File: config.mk
export PLATFORM = sky130hd
export DESIGN_NAME = gmsca_ctrl
export DESIGN_NICKNAME = d
export VERILOG_FILES = /design/src/rtl/gmsca_pkg.sv /design/src/rtl/gmsca_ctrl.sv
export SDC_FILE = /design/constraint.sdc
export NUM_CORES = 1
export LEC_CHECK = 0
export BUFFER_PORTS_ARGS = -buffer_cell sky130_fd_sc_hd__clkbuf_2
export CORE_AREA = 2 2 39 41
export DETAILED_ROUTE_END_ITERATION = 10
export DIE_AREA = 0 0 41 43
export PLACE_DENSITY = 0.7
export SETUP_SLACK_MARGIN = 0.2
export SYNTH_ARGS = -nofsm -noshare
export SYNTH_HDL_FRONTEND = slang
export SYNTH_SLANG_ARGS = --single-unit
File: constraint.sdc
create_clock -name i_clk -period 1.6 [get_ports i_clk]
set_input_delay 0.32 -clock i_clk [delete_from_list [all_inputs] [get_ports i_clk]]
set_output_delay 0.32 -clock i_clk [all_outputs]
set_load 0.02 [all_outputs]
File: src/rtl/gmsca_pkg.sv
// Package for the chunk allocator: commands, status codes, states and the
// controller/datapath command and status structs. No dependencies.
package gmsca_pkg;

    localparam logic [1:0] CMD_ALLOC = 2'd0;
    localparam logic [1:0] CMD_FREE  = 2'd1;
    localparam logic [1:0] CMD_READ  = 2'd2;

    localparam logic [1:0] ST_OK       = 2'd0;
    localparam logic [1:0] ST_FAIL     = 2'd1;
    localparam logic [1:0] ST_BAD_READ = 2'd2;

    localparam logic [1:0] POOL_LARGE  = 2'd0;
    localparam logic [1:0] POOL_MEDIUM = 2'd1;
    localparam logic [1:0] POOL_SMALL  = 2'd2;

    localparam logic [31:0] BASE_RESET = 32'h8000_0000;

    typedef enum logic [3:0] {
        S_CLEAR,
        S_IDLE,
        S_SPLIT,
        S_TAKE,
        S_REMAIN,
        S_RELEASE,
        S_READ,
        S_READ_WAIT,
        S_DONE
    } t_state;

    typedef struct packed {
        logic       load;
        logic       clear_step;
        logic       split;
        logic       take_start;
        logic       take_step;
        logic       remain;
        logic       rel_start;
        logic       rel_step;
        logic       read_issue;
        logic       read_capture;
        logic       fail;
    } t_ctrl;

    typedef struct packed {
        logic clear_done;
        logic take_done;
        logic rel_done;
        logic remain_needed;
        logic small_ok;
    } t_stat;

endpackage

File: src/rtl/gmsca_ctrl.sv
// Controller state machine of the chunk allocator. Sequences clear, take,
// remainder, release and read steps. Depends on gmsca_pkg.
module gmsca_ctrl
    import gmsca_pkg::*;
(
    input  logic       i_clk,
    input  logic       i_rst_n,
    input  logic       i_in_valid,
    input  logic [1:0] i_cmd,
    input  logic       i_out_ready,
    input  t_stat      i_stat,
    output t_ctrl      o_ctrl,
    output logic       o_in_ready,
    output logic       o_out_valid
);

    t_state r_state, n_state;
    logic r_fail, n_fail;

    always_ff @(posedge i_clk) begin
        if (!i_rst_n) begin
            r_state <= S_CLEAR;
            r_fail <= 1'b0;
        end else begin
            r_state <= n_state;
            r_fail <= n_fail;
        end
    end

    always_comb begin
        n_state = r_state;
        n_fail = r_fail;
        o_ctrl = '0;
        o_in_ready = 1'b0;
        o_out_valid = 1'b0;
        unique case (r_state)
            S_CLEAR: begin
                o_ctrl.clear_step = 1'b1;
                if (i_stat.clear_done) n_state = S_IDLE;
            end
            S_IDLE: begin
                o_in_ready = 1'b1;
                if (i_in_valid) begin
                    o_ctrl.load = 1'b1;
                    n_fail = 1'b0;
                    unique case (i_cmd)
                        CMD_ALLOC: n_state = S_SPLIT;
                        CMD_FREE: begin
                            o_ctrl.rel_start = 1'b1;
                            n_state = S_RELEASE;
                        end
                        CMD_READ: n_state = S_READ;
                        default: n_state = S_DONE;
                    endcase
                end
            end
            S_SPLIT: begin
                o_ctrl.split = 1'b1;
                o_ctrl.take_start = 1'b1;
                n_state = S_TAKE;
            end
            S_TAKE: begin
                o_ctrl.take_step = 1'b1;
                if (i_stat.take_done) n_state = S_REMAIN;
            end
            S_REMAIN: begin
                if (!i_stat.remain_needed) begin
                    n_state = S_DONE;
                end else if (i_stat.small_ok) begin
                    o_ctrl.remain = 1'b1;
                    n_state = S_DONE;
                end else begin
                    o_ctrl.rel_start = 1'b1;
                    n_fail = 1'b1;
                    n_state = S_RELEASE;
                end
            end
            S_RELEASE: begin
                o_ctrl.rel_step = 1'b1;
                if (i_stat.rel_done) begin
                    o_ctrl.fail = r_fail;
                    n_state = S_DONE;
                end
            end
            S_READ: begin
                o_ctrl.read_issue = 1'b1;
                n_state = S_READ_WAIT;
            end
            S_READ_WAIT: begin
                o_ctrl.read_capture = 1'b1;
                n_state = S_DONE;
            end
            S_DONE: begin
                o_out_valid = 1'b1;
                if (i_out_ready) n_state = S_IDLE;
            end
            default: n_state = S_IDLE;
        endcase
    end

endmodule

Yosys cells after proc, flatten, opt, wreduce, memory -nomap -nowiden:

Cells that the tools add are included.

* register bits: 5
* input port bits: 11
* output and inout port bits: 13
* word-level logic and storage cells: 56

* eq/ne operators: 17
* mux-type cells: 32
* reduce and logical (&&, ||, !) cells: 5

Operator list (number)
* one-hot mux 4 bit (9 select lines): 1
* 2-to-1 mux 4 bit: 7
* 2-to-1 mux 1 bit: 19
* equality test 4 x 3 -> 1 bit (second input constant): 4
* inequality test 2 bit (second input constant): 7
* one-hot mux 4 bit (3 select lines): 1
* equality test 4 x 2 -> 1 bit (second input constant): 2
* AND reduction 5 bit: 1
* equality test 4 x 1 -> 1 bit (second input constant): 1
* equality test 4 bit (second input constant): 1
* logical NOT 4 bit: 1
* 2-to-1 mux 2 bit: 2
* one-hot mux 1 bit (2 select lines): 2
* AND reduction 4 bit: 1
* equality test 2 x 1 -> 1 bit (second input constant): 1
* equality test 2 bit (second input constant): 1
* logical NOT 2 bit: 1
* nonzero test 2 bit: 1

Logic depth before layout (Yosys ltp):

Gate-level depths: netlist of run 1.

* depth in word-level cells: 4
* mapped depth: 6

Least setup slack after synthesis of run 1:

OpenSTA, ideal clock, no wires.

* kind: register -> output
* start: reg r_state[1]
* end: out o_ctrl[4] (netlist name)
* arrival: 1774 ps
* path slack: -494 ps
* cell stages (with the launch flop): 7
* path through: dfxtp_1 > buf_4 > inv_1 > nand2_1 > nor3_1 > and2_1 > o2bb2ai_1

RTL lines
* from (decl): RTL line gmsca_ctrl.sv:17 `t_state r_state, n_state;`
* from (signal assigned): RTL line gmsca_ctrl.sv:25 `r_state <= n_state;`
* to (decl): RTL line gmsca_ctrl.sv:12 `output t_ctrl o_ctrl,`

==> flow_metrics.tcl, run 1 <==
set metrics [dict create \
    ctsHoldBuffers 0 \
    fin_util_pct 80.7 \
    place_inst 113 \
    nets 131 \
    dpl_cell_area_um2 757 \
    p_leak_nw 0.508 \
    diodes 0 \
    cts.htree.levels 1 \
    via_per_inst 5.50 \
    synth-edff-count 0 \
    ys_seq_area_share_pct 18.5 \
    crit_path_start_kind "flip-flop" \
    maxCapViolCount 0 \
    layout_min_cycle_time_ns 1.65 \
    worst_ep_arrival_time_ns 1.33 \
    ir_worst_vdd_v 0.000822 \
    grt_pass1_wl_um 2930 \
    drive_above_1_share_pct 66.1 \
    final_common_cell "buf_4" \
    die_h_um 43 \
    finalInstanceArea_mm2 0.00112 \
    fin_ws_ns -0.0518 \
    clk_latency_ns 0.24 \
    root_buffer "clkbuf_4" \
    synth_compound_area_share_pct 23.3 \
    synth_area_leaders "dfxtp_1 (18%), ha_1 (9.2%), nor2_1 (5.5%), and3_1 (4.6%), buf_4 (4.2%)" \
    worstSetupPathType "reg2out" \
    setup_viol 2 \
    post-place-ws_ns 0.0231 \
    final_cells 131 \
    yosys-mux-area-fraction_pct 1.85 \
    violations "negative setup slack" \
    die_w_um 41 \
    grt_use_total_pct 23.9 \
    worst_slew_pin_slew_ns 0.354 \
    cts_tree "built" \
    hold_viol 0 \
    yosys_warnings 0 \
    area_growth_pct 106 \
    syn-num-nets 86 \
    worst_path_largest_cell_delay_ns 0.36 \
    drtIter0Drc 23 \
    rows 14 \
    path_clk_slew_ns 0.04 \
    hold_path.class "in2reg" \
    cts_buffers 3 \
    core_region_area_mm2 0.00138 \
    io_pins 24 \
    nFillCells 89 \
    drv_slew 0 \
    die_area_mm2 0.00176 \
    ant_nets 0 \
    clockBufferDepth 2 \
    numClockSinks 5 \
    final_cell_mix "buf_4 (14), buf_6 (13), clkbuf_2 (10)" \
    rsz0062_at_grt "yes" \
    antenna_found_initial 0 \
    syn_avg_cell_area_um2 7.63 \
    status "complete, but fails checks" \
    synthAdderAreaFrac_pct 9.24 \
    synthCells 71 \
    crit_fanout 5 \
    drc_errors 0 \
    power.density_mw_per_mm2 1150 \
    hold_slack_ns 0.385 \
    grt_pass1_vias 707 \
    synth_top_family_by_area "simple AND/OR/NAND/NOR gates" \
    worst_ep_required_time_ns 1.28 \
    firstDrtPassIters 4 \
    max_slew_margin_pct 76.3 \
    numPortBuffers 23 \
    yosysUniqueCellTypes 35 \
    grt_overflow_total 0 \
    wl_per_cell_um 15.0 \
    synth-xor-area-share_pct 0 \
    start_util_pct 39.2 \
    cp_cell_sequence "buf_6 > nor3_4 > and2_4 > o2bb2ai_4 > buf_8" \
    cp_top_family "simple AND/OR/NAND/NOR gates" \
    yosys_register_bits 5 \
    ys.flop_type "dfxtp_1" \
    yosysTopAreaCell "dfxtp_1" \
    synth_top_area_share_pct 18.5 \
    grt_max_degree 8 \
    synth_area_um2 542 \
    worstSetupEndpointType "output pin" \
    min_period_over_period_pct 103 \
    place_congestion 0.891 \
    hpwl_um 1160 \
    drt-total-wl_um 1960 \
    timing.fmax_mhz 605 \
    crit_slowest_cell "dfxtp_4" \
    cp_num_buf_inv 2 \
    clock-skew-final_ns 0.00542 \
    vias 720 \
    ys_async_sr_fraction_pct 0 \
    synth_simple_gate_area_share_pct 33.3 \
]
-- kinds of logic after synthesis --
group                    count (synthesis)
adder cells (fa/ha/maj)                  4
multiplexers                             1
buffers and inverters                   12
flip-flops                               5
AND/OR/NAND/NOR                         32
AO/OA/AOI/OAI                           17
-- worst reg2reg max path, cell delays in order (launching register included) --
cell	delay, ns
dfxtp_4	0.37
buf_4	0.13
nor4b_2	0.05
and2b_1	0.18
a211o_4	0.34
a211o_1	0.22
and3_1	0.17
-- repair_timing --
item	4_1_cts	5_1_grt
buffers inserted	10	4
setup endpoints to repair	16	16
pin swaps	9	5
resized for setup	48	15
hold endpoints to repair	0	0
-- sequential cells by signal (all words and copies together) (netlist names) --
name and flops:
r_fail 1, r_state 4
-- cell type report --
class | instances | area (um2) | share of cell area [%]
Timing Repair Buffer | 46 | 415 | 37.2
Tap cell | 16 | 20.0 | 1.79
Sequential cell | 5 | 115 | 10.3
Inverter | 6 | 25.0 | 2.24
Clock buffer | 4 | 26.3 | 2.35
Multi-Input combinational cell | 54 | 514 | 46.1
-- cell usage after synthesis (2+ instances only) --
library cell	instances
nand3_1	2
buf_4	3
nor3_1	2
nor2_1	8
and3_1	4
o21ai_0	4
inv_1	6
nand2_1	3
ha_1	4
dfxtp_1	5
nor2b_1	2
nand2b_1	3
a21oi_1	3
-- per-layer routing --
metal	track usage [%]	vias to the layer above	share of wire [%]
met1	25.2	336	36
met2	41.9	35	56
li1	-	345	-
met4	8.00	0	1.3
met5	0	-	0
met3	7.33	4	6.3
-- metrics by stage --
| step | TNS [ns] | power (mW) |
|---|---|---|
| after global placement | 0 | 0.750 |
| final | -0.0827 | 1.28 |
| after global routing | -0.321 | 1.35 |
| after CTS | -0.0893 | 1.18 |
| after floorplan | 0 | 0.607 |
| after detailed placement | 0 | 0.755 |
-- where the power goes --
group	leakage (nW)	switching [mW]	total, mW	internal (mW)
clock	0.0150	0.0475	0.141	0.0940
combinational	0.450	0.420	0.931	0.511
sequential	0.0437	0.0491	0.212	0.162
-- worst paths after layout --
path | from | cells past startpoint | end | slack, ns
hold / removal | i_rst_n | 2 | r_state[3] | 0.38
hold reg to reg | r_fail | 2 | r_fail | 0.55
setup / recovery | r_state[2] | 5 | o_ctrl[4] | -0.05
setup reg to reg | r_state[2] | 6 | r_state[0] | 0.03
Power figures use the tool's default switching activity.
==> inputs of run 2 (changes only) <==
- SETUP_SLACK_MARGIN: 0.2 -> default
==> flow_metrics.tcl, run 2 (synthesis gave the netlist of run 1 again) <==
set metrics [dict create \
    min_period_over_period_pct 103 \
    root_buffer "clkbuf_4" \
    layout_min_cycle_time_ns 1.64 \
    firstDrtPassIters 4 \
    crit_slowest_cell "dfxtp_2" \
    core_region_area_mm2 0.00138 \
    drtIter0Drc 11 \
    reg_top3 "r_state (4), r_fail (1)" \
    worst_path_largest_cell_delay_ns 0.32 \
    drt-total-wl_um 1540 \
    die_w_um 41 \
    finalInstanceArea_um2 842 \
    final_cell_mix "clkbuf_2 (15), buf_4 (15), nor2_1 (6)" \
    fin_util_pct 60.8 \
    nets 120 \
    cts_buffers 3 \
    clockBufferDepth 2 \
    multi_input_area_um2 418 \
    hold_viol 0 \
    grt_max_degree 13 \
    wl_per_cell_um 12.8 \
    clk_latency_ns 0.25 \
    grt_use_total_pct 20.3 \
    via_per_inst 5.32 \
    rsz0062_at_grt "yes" \
    cp_num_buf_inv 2 \
    grt_pass1_wl_um 2410 \
    r2r_start "r_state[3]" \
    area_growth_pct 55.4 \
    place_congestion 0.792 \
    io_pins 24 \
    diodes 0 \
    worst_ep_arrival_time_ns 1.32 \
    timing.fmax_mhz 608 \
    cp_top_family "simple AND/OR/NAND/NOR gates" \
    cts_tree "built" \
    worstSetupPathType "reg2out" \
    drv_slew 0 \
    ir_worst_vdd_v 0.000669 \
    drive_above_1_share_pct 54.8 \
    worstSetupEndpointType "output pin" \
    largest_reg_flops 4 \
    fin_ws_ns -0.0434 \
    hpwl_um 1150 \
    nFillCells 127 \
    status "complete, but fails checks" \
    die_h_um 43 \
    violations "negative setup slack" \
    seq_area_um2 113 \
    ant_nets 0 \
    ctsHoldBuffers 0 \
    power.density_mw_per_mm2 1140 \
    antenna_found_initial 0 \
    rows 14 \
    clock-skew-final_ns 0.00465 \
    worst_ep_required_time_ns 1.28 \
    numClockSinks 5 \
    top_register "r_state" \
    worst_slew_pin_slew_ns 0.256 \
    start_util_pct 39.2 \
    max_slew_margin_pct 82.7 \
    hold_start "i_rst_n" \
    grt_overflow_total 0 \
    setup_tns_ns -0.0666 \
    numPortBuffers 23 \
    cts.htree.levels 1 \
    maxCapViolCount 0 \
    setup_viol 2 \
    crit_fanout 5 \
    vias 638 \
    hold_slack_ns 0.378 \
    die_area_mm2 0.00176 \
    crit_path_start_kind "flip-flop" \
    dpl_cell_area_um2 699 \
    path_clk_slew_ns 0.04 \
    grt_pass1_vias 576 \
    drc_errors 0 \
    cp_cell_sequence "buf_6 > nor3_4 > and2_4 > o2bb2ai_2 > clkbuf_8" \
    p_leak_nw 0.424 \
    hold_path.class "in2reg" \
    startpoint "r_state[3]" \
]
==> run 2: cell count changes in the layout (fill, tap and decap cells not counted), moves of 3 or more <==
cell      delta
clkbuf_2     +5
clkbuf_8     -3
buf_6       -11
and3_1       +3
==> run 2: worst paths after layout <==
| check | endpoint | cells past startpoint | slack [ns] |
|---|---|---|---|
| max | o_ctrl[4] | 5 | -0.04 |
| min | r_state[3] | 2 | 0.38 |
| max reg2reg | r_state[0] | 6 | 0.02 |
| min reg2reg | r_fail | 2 | 0.52 |
==> run 2: report_power, final <==
part	switching (mW)	total, mW	internal (mW)
combinational	0.308	0.597	0.290
clock	0.0576	0.152	0.0946
sequential	0.0475	0.210	0.162
total	0.413	0.959	0.547
==> run 2: area by class of cell <==
type,count,area share [%]
clock buffers,4,3.12
repair buffers,35,28.8
well taps,16,2.38
multi-input cells,54,49.6
inverters,6,2.67
flip-flops and latches,5,13.4
==> run 2: timing repair <==
action / in CTS / in global routing
setup buffers: 6 / 0
pin swaps: 6 / 1
endpoints found under the setup margin: 6 / 10
gates resized for setup: 16 / 17
==> run 2: per-stage QoR <==
stage                     total power, mW  worst slack, ns  std cells
after floorplan                     0.561           -0.191         71
after global placement              0.679           0.0262        111
after detailed placement            0.688           0.0122        111
after CTS                           0.905          -0.0306        120
after global routing                 1.03           -0.105        120
final                               0.959          -0.0434        120
==> run 2: per-layer routing <==
layer  vias up  share of wire [%]  GRT usage, %
met1       293                 41          22.3
met3         4                4.9          4.19
met2        23                 52          34.4
met4         0                2.7          10.0
met5         -                  0             0
li1        318                  -             -
